[config.mk]
export PLATFORM = sky130hd
export DESIGN_NAME = uart_register_datagram_crc8_unit_flat
export DESIGN_NICKNAME = d
export VERILOG_FILES = /design/src/design/urdc8_pkg.sv /design/src/design/urdc8_req_if.sv /design/src/design/urdc8_rsp_if.sv /design/src/design/urdc8_cfg_if.sv /design/src/design/uart_register_datagram_crc8_unit.sv /design/src/flat_wrapper.sv
export SDC_FILE = /design/constraint.sdc
export NUM_CORES = 1
export LEC_CHECK = 0
export ABC_AREA = 1
export BUFFER_PORTS_ARGS = -buffer_cell sky130_fd_sc_hd__buf_4
export CAP_MARGIN = 20
export CORE_MARGIN = 10
export CORE_UTILIZATION = 40
export CTS_CLUSTER_DIAMETER = 150
export DETAILED_ROUTE_END_ITERATION = 12
export GPL_TIMING_DRIVEN = 0
export PLACE_DENSITY = 0.6
export REMOVE_ABC_BUFFERS = 1
export SLEW_MARGIN = 30
export SYNTH_ARGS = -nofsm -noshare
export SYNTH_HDL_FRONTEND = slang
export SYNTH_SLANG_ARGS = --single-unit
[constraint.sdc]
create_clock -name clk -period 9.2 [get_ports clk]
set_input_delay 1.38 -clock clk [delete_from_list [all_inputs] [get_ports clk]]
set_output_delay 1.38 -clock clk [all_outputs]
set_load 0.05 [all_outputs]
[src/design/urdc8_pkg.sv]
// constants, codes and the crc-8 step shared by the uart register datagram block
// no dependencies; the top level and the testbench refer to it by scoped names
package urdc8_pkg;

    localparam logic [1:0] OP_REQUEST = 2'd0;
    localparam logic [1:0] OP_RX_BYTE = 2'd1;
    localparam logic [1:0] OP_TICK    = 2'd2;

    localparam logic KIND_TX    = 1'b0;
    localparam logic KIND_REPLY = 1'b1;

    localparam logic [1:0] STATUS_OK      = 2'd0;
    localparam logic [1:0] STATUS_CRC_ERR = 2'd1;
    localparam logic [1:0] STATUS_TIMEOUT = 2'd2;

    localparam logic REG_NODE_ADDRESS  = 1'b0;
    localparam logic REG_TIMEOUT_TICKS = 1'b1;

    localparam logic [7:0]  SYNC_BYTE        = 8'h05;
    localparam logic [7:0]  CRC_POLY         = 8'h07;
    localparam logic [7:0]  WRITE_FLAG       = 8'h80;
    localparam logic [31:0] ERROR_WORD       = 32'hFFFF_FFFF;
    localparam logic [15:0] WAIT_MAX         = 16'hFFFF;
    localparam logic [15:0] TIMEOUT_RESET    = 16'd50;
    localparam logic [2:0]  LAST_BYTE_IDX    = 3'd7;
    localparam logic [3:0]  REPLY_CRC_IDX    = 4'd7;
    localparam logic [3:0]  REPLY_DATA_START = 4'd3;

    // one byte of crc-8, msb first
    function automatic logic [7:0] crc8_byte(input logic [7:0] crc, input logic [7:0] b);
        logic [7:0] c;
        c = crc ^ b;
        for (int i = 0; i < 8; i++) begin
            if (c[7])
            begin
                c = {c[6:0], 1'b0} ^ CRC_POLY;
            end
            else
            begin
                c = {c[6:0], 1'b0};
            end
        end
        return c;
    endfunction

endpackage

[src/design/urdc8_req_if.sv]
// request channel: register requests, received bytes and timer ticks
// no dependencies
interface urdc8_req_if;
    logic        valid;
    logic        ready;
    logic [1:0]  op;
    logic        is_write;
    logic [6:0]  reg_address;
    logic [31:0] write_data;
    logic [7:0]  rx_byte;

    modport source (output valid, op, is_write, reg_address, write_data, rx_byte,
                    input ready);
    modport sink   (input valid, op, is_write, reg_address, write_data, rx_byte,
                    output ready);
endinterface

[src/design/urdc8_rsp_if.sv]
// result channel: datagram bytes and read reply outcomes
// no dependencies
interface urdc8_rsp_if;
    logic        valid;
    logic        ready;
    logic        kind;
    logic [7:0]  tx_byte;
    logic        last;
    logic [31:0] read_data;
    logic [1:0]  status;

    modport source (output valid, kind, tx_byte, last, read_data, status,
                    input ready);
    modport sink   (input valid, kind, tx_byte, last, read_data, status,
                    output ready);
endinterface

[src/design/urdc8_cfg_if.sv]
// configuration write channel: register index and write data
// no dependencies
interface urdc8_cfg_if;
    logic        valid;
    logic        ready;
    logic        index;
    logic [15:0] data;

    modport source (output valid, index, data, input ready);
    modport sink   (input valid, index, data, output ready);
endinterface

[src/design/uart_register_datagram_crc8_unit.sv]
// uart register datagram master with crc-8: input register, datagram byte
// sequencer, reply collector and output register; uses urdc8_pkg and the channel interfaces
// the first result word passes through the input register and then the output register
// a register request holds the input register until all eight of its datagram bytes
// have gone out; a received byte or tick leaves it on its first advance
// output register stalls hold the input register; a new word is taken as the old one leaves
// reset: asynchronous, clears channels, reply state, node address 0, timeout 50 ticks
module uart_register_datagram_crc8_unit (
    input  logic        clk,
    input  logic        rst_n,
    urdc8_req_if.sink   req,
    urdc8_rsp_if.source rsp,
    urdc8_cfg_if.sink   cfg
);

    // configuration
    logic [7:0]  node_address_reg;
    logic [15:0] timeout_ticks_reg;

    // input register
    logic        in_valid_reg, in_valid_next;
    logic [1:0]  in_op_reg;
    logic        in_is_write_reg;
    logic [6:0]  in_reg_address_reg;
    logic [31:0] in_write_data_reg;
    logic [7:0]  in_rx_byte_reg;

    // datagram sequencer
    logic [2:0]  byte_idx_reg, byte_idx_next;
    logic [7:0]  tx_crc_reg, tx_crc_next;

    // reply state
    logic        reply_armed_reg, reply_armed_next;
    logic [3:0]  reply_count_reg, reply_count_next;
    logic [7:0]  reply_crc_reg, reply_crc_next;
    logic [31:0] reply_word_reg, reply_word_next;
    logic [15:0] wait_count_reg, wait_count_next;

    // output register
    logic        out_valid_reg, out_valid_next;
    logic        out_kind_reg, out_kind_next;
    logic [7:0]  out_tx_byte_reg, out_tx_byte_next;
    logic        out_last_reg, out_last_next;
    logic [31:0] out_read_data_reg, out_read_data_next;
    logic [1:0]  out_status_reg, out_status_next;

    logic        accept;
    logic        advance;
    logic        consume;
    logic        emit;
    logic [31:0] dg_data;
    logic [7:0]  dg_byte;
    logic [15:0] wait_inc;

    assign advance = in_valid_reg && (!out_valid_reg || rsp.ready);
    assign consume = advance && ((in_op_reg != urdc8_pkg::OP_REQUEST)
                                 || (byte_idx_reg == urdc8_pkg::LAST_BYTE_IDX));
    assign req.ready = !in_valid_reg || consume;
    assign accept    = req.valid && req.ready;
    assign cfg.ready = 1'b1;

    // data bytes of a read datagram go out as zero
    assign dg_data  = in_is_write_reg ? in_write_data_reg : 32'd0;
    assign wait_inc = (wait_count_reg != urdc8_pkg::WAIT_MAX) ? wait_count_reg + 16'd1
                                                               : wait_count_reg;

    always_comb
    begin
        unique case (byte_idx_reg)
            3'd0:    dg_byte = urdc8_pkg::SYNC_BYTE;
            3'd1:    dg_byte = node_address_reg;
            3'd2:    dg_byte = {in_is_write_reg, in_reg_address_reg};
            3'd3:    dg_byte = dg_data[31:24];
            3'd4:    dg_byte = dg_data[23:16];
            3'd5:    dg_byte = dg_data[15:8];
            3'd6:    dg_byte = dg_data[7:0];
            default: dg_byte = tx_crc_reg;
        endcase
    end

    always_comb
    begin
        in_valid_next      = in_valid_reg;
        byte_idx_next      = byte_idx_reg;
        tx_crc_next        = tx_crc_reg;
        reply_armed_next   = reply_armed_reg;
        reply_count_next   = reply_count_reg;
        reply_crc_next     = reply_crc_reg;
        reply_word_next    = reply_word_reg;
        wait_count_next    = wait_count_reg;
        emit               = 1'b0;
        out_kind_next      = urdc8_pkg::KIND_TX;
        out_tx_byte_next   = 8'd0;
        out_last_next      = 1'b0;
        out_read_data_next = 32'd0;
        out_status_next    = urdc8_pkg::STATUS_OK;

        if (accept)
        begin
            in_valid_next = 1'b1;
        end
        else if (consume)
        begin
            in_valid_next = 1'b0;
        end

        if (advance)
        begin
            priority case (in_op_reg)
                urdc8_pkg::OP_REQUEST:
                begin
                    emit             = 1'b1;
                    out_tx_byte_next = dg_byte;
                    out_last_next    = (byte_idx_reg == urdc8_pkg::LAST_BYTE_IDX);
                    byte_idx_next    = byte_idx_reg + 3'd1;
                    tx_crc_next      = urdc8_pkg::crc8_byte(
                        (byte_idx_reg == 3'd0) ? 8'd0 : tx_crc_reg, dg_byte);
                    // a read arms reception once its datagram is out
                    if ((byte_idx_reg == urdc8_pkg::LAST_BYTE_IDX) && !in_is_write_reg)
                    begin
                        reply_armed_next = 1'b1;
                        reply_count_next = 4'd0;
                        reply_crc_next   = 8'd0;
                        reply_word_next  = 32'd0;
                        wait_count_next  = 16'd0;
                    end
                end
                urdc8_pkg::OP_RX_BYTE:
                begin
                    if (reply_armed_reg)
                    begin
                        if (reply_count_reg >= urdc8_pkg::REPLY_CRC_IDX)
                        begin
                            emit          = 1'b1;
                            out_kind_next = urdc8_pkg::KIND_REPLY;
                            if (in_rx_byte_reg == reply_crc_reg)
                            begin
                                out_read_data_next = reply_word_reg;
                                out_status_next    = urdc8_pkg::STATUS_OK;
                            end
                            else
                            begin
                                out_read_data_next = urdc8_pkg::ERROR_WORD;
                                out_status_next    = urdc8_pkg::STATUS_CRC_ERR;
                            end
                            reply_armed_next = 1'b0;
                            reply_count_next = 4'd0;
                        end
                        else
                        begin
                            reply_crc_next = urdc8_pkg::crc8_byte(reply_crc_reg,
                                                                  in_rx_byte_reg);
                            if (reply_count_reg >= urdc8_pkg::REPLY_DATA_START)
                            begin
                                reply_word_next = {reply_word_reg[23:0], in_rx_byte_reg};
                            end
                            reply_count_next = reply_count_reg + 4'd1;
                        end
                    end
                end
                urdc8_pkg::OP_TICK:
                begin
                    if (reply_armed_reg)
                    begin
                        wait_count_next = wait_inc;
                        if (wait_inc >= timeout_ticks_reg)
                        begin
                            emit               = 1'b1;
                            out_kind_next      = urdc8_pkg::KIND_REPLY;
                            out_read_data_next = urdc8_pkg::ERROR_WORD;
                            out_status_next    = urdc8_pkg::STATUS_TIMEOUT;
                            reply_armed_next   = 1'b0;
                            reply_count_next   = 4'd0;
                        end
                    end
                end
                default:
                begin
                    emit = 1'b0;
                end
            endcase
        end

        if (advance)
        begin
            out_valid_next = emit;
        end
        else
        begin
            out_valid_next = out_valid_reg && !rsp.ready;
        end
    end

    always_ff @(posedge clk or negedge rst_n)
    begin
        if (!rst_n)
        begin
            node_address_reg  <= 8'd0;
            timeout_ticks_reg <= urdc8_pkg::TIMEOUT_RESET;
            in_valid_reg      <= 1'b0;
            byte_idx_reg      <= 3'd0;
            tx_crc_reg        <= 8'd0;
            reply_armed_reg   <= 1'b0;
            reply_count_reg   <= 4'd0;
            reply_crc_reg     <= 8'd0;
            reply_word_reg    <= 32'd0;
            wait_count_reg    <= 16'd0;
            out_valid_reg     <= 1'b0;
        end
        else
        begin
            if (cfg.valid && cfg.ready)
            begin
                unique case (cfg.index)
                    urdc8_pkg::REG_NODE_ADDRESS:  node_address_reg  <= cfg.data[7:0];
                    urdc8_pkg::REG_TIMEOUT_TICKS: timeout_ticks_reg <= cfg.data;
                    default:                      node_address_reg  <= node_address_reg;
                endcase
            end
            in_valid_reg    <= in_valid_next;
            byte_idx_reg    <= byte_idx_next;
            tx_crc_reg      <= tx_crc_next;
            reply_armed_reg <= reply_armed_next;
            reply_count_reg <= reply_count_next;
            reply_crc_reg   <= reply_crc_next;
            reply_word_reg  <= reply_word_next;
            wait_count_reg  <= wait_count_next;
            out_valid_reg   <= out_valid_next;
        end
    end

    // payload registers
    always_ff @(posedge clk)
    begin
        if (accept)
        begin
            in_op_reg          <= req.op;
            in_is_write_reg    <= req.is_write;
            in_reg_address_reg <= req.reg_address;
            in_write_data_reg  <= req.write_data;
            in_rx_byte_reg     <= req.rx_byte;
        end
        if (advance)
        begin
            out_kind_reg      <= out_kind_next;
            out_tx_byte_reg   <= out_tx_byte_next;
            out_last_reg      <= out_last_next;
            out_read_data_reg <= out_read_data_next;
            out_status_reg    <= out_status_next;
        end
    end

    assign rsp.valid     = out_valid_reg;
    assign rsp.kind      = out_kind_reg;
    assign rsp.tx_byte   = out_tx_byte_reg;
    assign rsp.last      = out_last_reg;
    assign rsp.read_data = out_read_data_reg;
    assign rsp.status    = out_status_reg;

    // a datagram in progress always sits on a held request
    a_seq_on_request: assert property (@(posedge clk) disable iff (!rst_n)
        (byte_idx_reg != 3'd0) |-> (in_valid_reg && (in_op_reg == urdc8_pkg::OP_REQUEST)))
        else $error("datagram sequencer running without a request");

    a_reply_count_range: assert property (@(posedge clk) disable iff (!rst_n)
        reply_count_reg <= urdc8_pkg::REPLY_CRC_IDX)
        else $error("reply byte count out of range");

    a_read_arms: assert property (@(posedge clk) disable iff (!rst_n)
        (advance && (in_op_reg == urdc8_pkg::OP_REQUEST) && !in_is_write_reg
         && (byte_idx_reg == urdc8_pkg::LAST_BYTE_IDX))
        |=> (reply_armed_reg && (reply_count_reg == 4'd0) && (wait_count_reg == 16'd0)))
        else $error("read request did not arm reply reception");

    a_reply_needs_armed: assert property (@(posedge clk) disable iff (!rst_n)
        (advance && emit && (out_kind_next == urdc8_pkg::KIND_REPLY))
        |-> (reply_armed_reg && !reply_armed_next))
        else $error("reply outcome without armed reception");

    a_last_closes_datagram: assert property (@(posedge clk) disable iff (!rst_n)
        (advance && (in_op_reg == urdc8_pkg::OP_REQUEST)
         && (byte_idx_reg == urdc8_pkg::LAST_BYTE_IDX)) |=> (byte_idx_reg == 3'd0))
        else $error("datagram byte index did not wrap after last byte");

endmodule

[src/flat_wrapper.sv]
// flat-port wrapper written by rule: the top's interface ports become plain ports
module uart_register_datagram_crc8_unit_flat 
  (clk, rst_n, req_valid, req_op, req_is_write, req_reg_address, req_write_data, req_rx_byte, req_ready, rsp_valid, rsp_kind, rsp_tx_byte, rsp_last, rsp_read_data, rsp_status, rsp_ready, cfg_valid, cfg_index, cfg_data, cfg_ready);
  urdc8_req_if req_i ();
  urdc8_rsp_if rsp_i ();
  urdc8_cfg_if cfg_i ();
  input  logic clk;
  input  logic rst_n;
  input wire logic [$bits(req_i.valid)-1:0] req_valid;
  input wire logic [$bits(req_i.op)-1:0] req_op;
  input wire logic [$bits(req_i.is_write)-1:0] req_is_write;
  input wire logic [$bits(req_i.reg_address)-1:0] req_reg_address;
  input wire logic [$bits(req_i.write_data)-1:0] req_write_data;
  input wire logic [$bits(req_i.rx_byte)-1:0] req_rx_byte;
  output wire logic [$bits(req_i.ready)-1:0] req_ready;
  output wire logic [$bits(rsp_i.valid)-1:0] rsp_valid;
  output wire logic [$bits(rsp_i.kind)-1:0] rsp_kind;
  output wire logic [$bits(rsp_i.tx_byte)-1:0] rsp_tx_byte;
  output wire logic [$bits(rsp_i.last)-1:0] rsp_last;
  output wire logic [$bits(rsp_i.read_data)-1:0] rsp_read_data;
  output wire logic [$bits(rsp_i.status)-1:0] rsp_status;
  input wire logic [$bits(rsp_i.ready)-1:0] rsp_ready;
  input wire logic [$bits(cfg_i.valid)-1:0] cfg_valid;
  input wire logic [$bits(cfg_i.index)-1:0] cfg_index;
  input wire logic [$bits(cfg_i.data)-1:0] cfg_data;
  output wire logic [$bits(cfg_i.ready)-1:0] cfg_ready;
  assign req_i.valid = req_valid;
  assign req_i.op = req_op;
  assign req_i.is_write = req_is_write;
  assign req_i.reg_address = req_reg_address;
  assign req_i.write_data = req_write_data;
  assign req_i.rx_byte = req_rx_byte;
  assign req_ready = req_i.ready;
  assign rsp_valid = rsp_i.valid;
  assign rsp_kind = rsp_i.kind;
  assign rsp_tx_byte = rsp_i.tx_byte;
  assign rsp_last = rsp_i.last;
  assign rsp_read_data = rsp_i.read_data;
  assign rsp_status = rsp_i.status;
  assign rsp_i.ready = rsp_ready;
  assign cfg_i.valid = cfg_valid;
  assign cfg_i.index = cfg_index;
  assign cfg_i.data = cfg_data;
  assign cfg_ready = cfg_i.ready;
  uart_register_datagram_crc8_unit u_core (.clk(clk), .rst_n(rst_n), .req(req_i), .rsp(rsp_i), .cfg(cfg_i));
endmodule
# After elaboration in Yosys (flattened, before gate mapping)
# Index checks and enable logic that the tools add are counted.
dict set report op_classes {
  add_sub_neg 3
  magnitude_cmp 3
  eq_ne 17
  muxes 107
  bitwise 19
  n_reduce_logical 27
}
# cell n
set op_table {}
lappend op_table {{$mux W8} 46}
lappend op_table {{$mux W32} 10}
lappend op_table {{$pmux W32 S2} 2}
lappend op_table {{$pmux W8 S7} 1}
lappend op_table {{$mux W16} 3}
lappend op_table {{$mux W3} 16}
lappend op_table {{$not A3 Y3} 16}
lappend op_table {{$pmux W16 S2} 1}
lappend op_table {{$mux W4} 5}
lappend op_table {{$add A16 B1 Y16 const B} 1}
lappend op_table {{$ge A16 B16 Y1} 1}
lappend op_table {{$ne A16 B16 Y1 const B} 1}
lappend op_table {{$pmux W8 S2} 1}
lappend op_table {{$xor A8 B8 Y8} 2}
lappend op_table {{$mux W1} 13}
lappend op_table {{$eq A3 B3 Y1 const B} 4}
lappend op_table {{$pmux W4 S3} 1}
lappend op_table {{$reduce_and A6 Y1} 2}
lappend op_table {{$ne A2 B1 Y1 const B} 5}
lappend op_table {{$eq A8 B8 Y1} 1}
lappend op_table {{$mux W2} 4}
lappend op_table {{$reduce_bool A2 Y1} 4}
lappend op_table {{$eq A3 B2 Y1 const B} 2}
lappend op_table {{$pmux W1 S3} 2}
lappend op_table {{21 further kinds} 32}
dict set report totals {
  ff_bits 192
  out_inout_bits 47
  word_cells 197
}

# Depth between registers and ports, before layout
dict set report depth {
  ltp_word 48
  ltp_mapped 21
}

# Least setup slack after synthesis
# Ideal clock, no wire load.
dict set report synth_path {
  path_kind {input port to flip-flop}
  start {input rsp_ready}
  end {register u_core.in_is_write_reg, enable pin}
  arrival_time_ns 4.038
  required_time_ns 8.726
  setup_slack_ns 4.688
  path_stages 4
  n_path_buf 0
  path_cell_list {inv_1 > nand2_1 > o21ai_0 > a21oi_1}
}
dict set report synth_between {
  elab_chain_cells 5
}
# element line_no
set synth_lines {}
lappend synth_lines {{start, declared} flat_wrapper.sv:22} ;# input wire logic [$bits(rsp_i.ready)-1:0] rsp_ready;
lappend synth_lines {{$logic_or A1 B1 Y1} uart_register_datagram_crc8_unit.sv:55} ;# assign advance = in_valid_reg && (!out_valid_reg || rsp.ready);
lappend synth_lines {{$logic_and A1 B1 Y1} uart_register_datagram_crc8_unit.sv:55}
lappend synth_lines {{$logic_and A1 B1 Y1} uart_register_datagram_crc8_unit.sv:56} ;# assign consume = advance && ((in_op_reg != urdc8_pkg::OP_REQUEST)
lappend synth_lines {{$logic_or A1 B1 Y1} uart_register_datagram_crc8_unit.sv:58} ;# assign req.ready = !in_valid_reg || consume;
lappend synth_lines {{$logic_and A1 B1 Y1} uart_register_datagram_crc8_unit.sv:59} ;# assign accept = req.valid && req.ready;
lappend synth_lines {{named net u_core.accept} uart_register_datagram_crc8_unit.sv:47} ;# logic accept;
lappend synth_lines {{end signal, assigned} uart_register_datagram_crc8_unit.sv:238} ;# in_is_write_reg <= req.is_write;
lappend synth_lines {{end, declared} uart_register_datagram_crc8_unit.sv:23} ;# logic in_is_write_reg;
# The timed path passes the listed nets, and every way through them passes these cells.
# A chain may end at the register's enable or synchronous reset.

# Worst setup path after layout
dict set report layout_path {
  start {register u_core.wait_count_reg[1]}
  end {register u_core.out_read_data_reg[14], in the netlist u_core.rsp.read_data[14] (data pin)}
}
dict set report layout_between {
  elab_chain_cells 6
}
# element line_no
set layout_lines {}
lappend layout_lines {{start, declared} uart_register_datagram_crc8_unit.sv:37} ;# logic [15:0] wait_count_reg, wait_count_next;
lappend layout_lines {{start signal, assigned} uart_register_datagram_crc8_unit.sv:227} ;# wait_count_reg <= wait_count_next;
lappend layout_lines {{$add A16 B1 Y16 or $ne A16 B16 Y1 (tied branches)} uart_register_datagram_crc8_unit.sv:64} ;# assign wait_inc = (wait_count_reg != urdc8_pkg::WAIT_MAX) ? wait_count_reg + 16'd1
lappend layout_lines {{$mux W16 *} uart_register_datagram_crc8_unit.sv:64}
lappend layout_lines {{$ge A16 B16 Y1 *} uart_register_datagram_crc8_unit.sv:166} ;# if (wait_inc >= timeout_ticks_reg)
lappend layout_lines {{$mux W32 *} uart_register_datagram_crc8_unit.sv:166}
lappend layout_lines {{$mux W32 *} uart_register_datagram_crc8_unit.sv:163} ;# if (reply_armed_reg)
lappend layout_lines {{$pmux W32 S2 *} uart_register_datagram_crc8_unit.sv:109} ;# priority case (in_op_reg)
lappend layout_lines {{named net u_core.out_read_data_next[14]} uart_register_datagram_crc8_unit.sv:44} ;# logic [31:0] out_read_data_reg, out_read_data_next;
lappend layout_lines {{end signal, assigned} uart_register_datagram_crc8_unit.sv:248} ;# out_read_data_reg <= out_read_data_next;
lappend layout_lines {{end, declared} uart_register_datagram_crc8_unit.sv:44}
# Mark *: on every way through the listed nets, which the timed path passes. The rest lies on a longest branch.

==> out/qor_table.md <==
| Quantity | Value | Unit |
|---|---|---|
| Result of the run | finished clean | - |
| Chip Width | 174 | um |
| Setup violations, final | 0 | - |
| Number of flip-flops and latches in the synthesized netlist | 192 | - |
| Count of instances resized after the clock tree is built | 0 | - |
| Measured slew at the worst slew-check pin | 923 | ps |
| Peak supply drop | 0.157 | mV |
| Antenna Violating Nets Remaining | 0 | - |
| Number of enable flip-flop cells after synthesis | 94 | - |
| Most used flip-flop cell after synthesis | sky130_fd_sc_hd__dfrtp_1 | - |
| Launching element type of the critical path | register | - |
| Number of global-route vias before repair | 6892 | - |
| Clock period minus worst slack | 4150 | ps |
| Unrepaired setup endpoints after global routing | no | - |
| Worst-case headroom to the max-slew limit | 38.2 | % |
| Count of yosys warnings during synthesis | 0 | - |
| Top cells by area, synth | sky130_fd_sc_hd__edfxtp_1 (30%), sky130_fd_sc_hd__dfrtp_1 (25%), sky130_fd_sc_hd__nand2_1 (8.5%), sky130_fd_sc_hd__nand3_1 (5.7%), sky130_fd_sc_hd__inv_1 (5.4%) | - |
| Vias per cell | 4.80 | - |
| Maximum fanout along the worst path | 35 | - |
| First-pass iteration count of the detailed router | 7 | - |
| Worst-path cell with the longest stage delay | sky130_fd_sc_hd__a21oi_4 | - |
| Post-detailed-routing wire length | 21200 | um |
| RD Place Congestion | 0.864 | - |
| Master cell of the clock root buffer | sky130_fd_sc_hd__clkbuf_16 | - |
| Power density normalized to cell area | 266 | mW/mm2 |
| CTS Hold Buffers Added | 0 | - |
| Average instance area after synthesis | 9.29 | um2 |
| Final critical-path share of the clock period | 45.1 | % |
| Sort of element at the end of the critical path | register | - |
| Library cells used by synthesis | 45 | - |
| Area added between synthesis and finish | 19.9 | % |
| Clock Skews | 9.37 | ps |
| Post-synthesis instance area | 0.00952 | mm2 |
| Top-level I/O count | 119 | - |
| Final net count | 1241 | - |
| First-pass GRT wire length | 34800 | um |
| Starting density of the core | 40.6 | % |
| Ant. Diodes | 0 | - |
| Sequence of cells on the critical path | ha_1 > nand3_1 > nor2_2 > nand3_2 > nor2_4 > inv_1 > o31ai_1 > inv_1 > ha_1 > nand2_1 > inv_1 > nand3_1 > nor3_2 > nand3_1 > nand3_1 > nand2_2 > a21oi_4 > and2_1 | - |
| Routed wire length per instance | 14.4 | um |
| Most common library cell in the layout ignoring fill and taps | sky130_fd_sc_hd__nand2_1 | - |
| Gate count after technology mapping | 1025 | - |
| Clock transition at path regs | 80 | ps |
| Setup repair bufs after CTS | 0 | - |
| Proportion of synthesized flip-flops having asynchronous set or reset | 51.0 | % |
| Share of the synthesized area in the top cell type | 29.6 | % |
| Leakage power | 0.00527 | uW |
| Clock tree from TritonCTS | built | - |
| Slew Limit Fails | 0 | - |
| Clock Sink Count | 192 | - |
| Total number of vias | 7053 | - |
| Area inside the core boundary | 0.0235 | mm2 |
| Clock insertion delay at the later pin of the skew report | 430 | ps |
| Number of antenna violations at the first check in global routing | 0 | - |
| Vertical extent of the die | 174 | um |
| Die Outline Area | 0.0304 | mm2 |
| Sequential fraction of the synthesis area | 55.4 | % |
| Cts bufs inserted | 17 | - |
| Number of hold-slack violations in the final timing report | 0 | - |
| Leading area contributor after synthesis | sky130_fd_sc_hd__edfxtp_1 | - |
| Most numerous cell on the critical path | sky130_fd_sc_hd__nand3_1 | - |
| Arrival time of data at the critical path endpoint | 4450 | ps |
| Max H-tree Level | 4 | - |
| Data required time of the worst path | 9500 | ps |
| Number of cell rows | 56 | - |
| Fraction of layout instances using a drive strength above 1 | 17.1 | % |
| Type of the worst setup path | register to register | - |
| Max Buffers Root-to-Sink | 2 | - |
| Maximum clock frequency | 0.241 | GHz |
| HPWL after detailed placement | 15400 | um |
| MaxCap Viol Count | 0 | - |
| Pin count of the biggest net entering global routing | 99 | - |
| Gr usage total | 13.9 | % |
| Port bufs | 117 | - |
| Final TNS setup | 0 | ps |
| Grt total ovfl | 0 | - |
| Number of remaining DRC errors | 0 | - |
| Hold crit path type | register to register | - |
| Initial DRC count | 448 | - |
| Delay contributed by the slowest stage of the critical path | 640 | ps |
| Total power draw | 3040 | uW |
| Leading cell types in the layout, fill and taps excluded | sky130_fd_sc_hd__nand2_1 (215), sky130_fd_sc_hd__inv_1 (136), sky130_fd_sc_hd__buf_4 (117) | - |
[metrics by stage]
| step | hold slack, ps | area [um2] | utilization, % | cells | setup WS [ps] |
|---|---|---|---|---|---|
| detailed placement | 474 | 10800 | 45.9 | 1437 | 5070 |
| floorplan | 449 | 9360 | - | 994 | 4690 |
| finish | 488 | 11400 | 48.6 | 1470 | 5050 |
| global placement | 469 | 10600 | 45.3 | 1430 | 3300 |
| CTS | 493 | 11400 | 48.6 | 1469 | 5020 |
| global route | 508 | 11400 | 48.6 | 1470 | 4570 |
[area by class of cell]
class | count | area [um2]
Clock buffer | 17 | 425
Clock inverter | 15 | 193
Fill cell | 2217 | 12100
Inverter | 142 | 533
Multi-Input combinational cell | 660 | 3580
Sequential cell | 192 | 5280
Tap cell | 319 | 399
Timing Repair Buffer | 125 | 1010
[critical path: cells and delay by family, from the launching register on]
kind                     cells  cell delay, ps
AND/OR/NAND/NOR             11            1970
buffers and inverters        3             220
AO/OA/AOI/OAI                2             900
flip-flops                   1             420
adder cells (fa/ha/maj)      2             490
[path summary, 6_finish.rpt]
check | start | end | slack (ps) | cells after the start
setup / recovery | u_core.wait_count_reg[1]$_DFFE_PN0P_ | u_core.rsp.read_data[14]$_DFFE_PP_ | 5050 | 18
min in group asynchronous | rst_n | u_core.node_address_reg[4]$_DFFE_PN0P_ | 1030 | 1
setup reg to reg | u_core.wait_count_reg[1]$_DFFE_PN0P_ | u_core.rsp.read_data[14]$_DFFE_PP_ | 5050 | 18
hold reg to reg | u_core.timeout_ticks_reg[7]$_DFFE_PN0P_ | u_core.timeout_ticks_reg[7]$_DFFE_PN0P_ | 490 | 2
max in group asynchronous | rst_n | u_core.reply_crc_reg[6]$_DFFE_PN0P_ | 7590 | 1
hold / removal | u_core.timeout_ticks_reg[7]$_DFFE_PN0P_ | u_core.timeout_ticks_reg[7]$_DFFE_PN0P_ | 490 | 2
[metal layers]
layer  track usage, %  vias up  wire length [um]
met2             22.3      142              9960
met5                0        -                 0
met1             17.9     3252              9890
met3             3.12       25               910
met4             4.92        0               454
li1                 -     3634                 -
[power by group]
| part | total, uW | leakage (uW) | switching, uW | internal, uW |
|---|---|---|---|---|
| combinational | 1160 | 0.00277 | 785 | 374 |
| sequential | 1130 | 0.00221 | 78.1 | 1050 |
| clock | 749 | 0.000293 | 379 | 370 |
[cell usage after synthesis, drive strengths merged, types with 9 or more instances]
library cell / count
nor3: 9
buf: 27
nor2: 64
xnor2: 10
xor2: 18
edfxtp: 94
o21ai: 77
ha: 31
o22ai: 28
inv: 141
and2: 32
a21oi: 23
nand4: 19
nand3: 110
nand2: 223
dfrtp: 95
[cell families after synthesis]
group / synth area share [%]
AO/OA/AOI/OAI: 7.96
XOR/XNOR: 2.81
adder cells (fa/ha/maj): 4.07
buffers and inverters: 7.33
flip-flops: 55.4
other: 0.0394
AND/OR/NAND/NOR: 22.3
No activity file was read; power rests on OpenSTA's default activity.
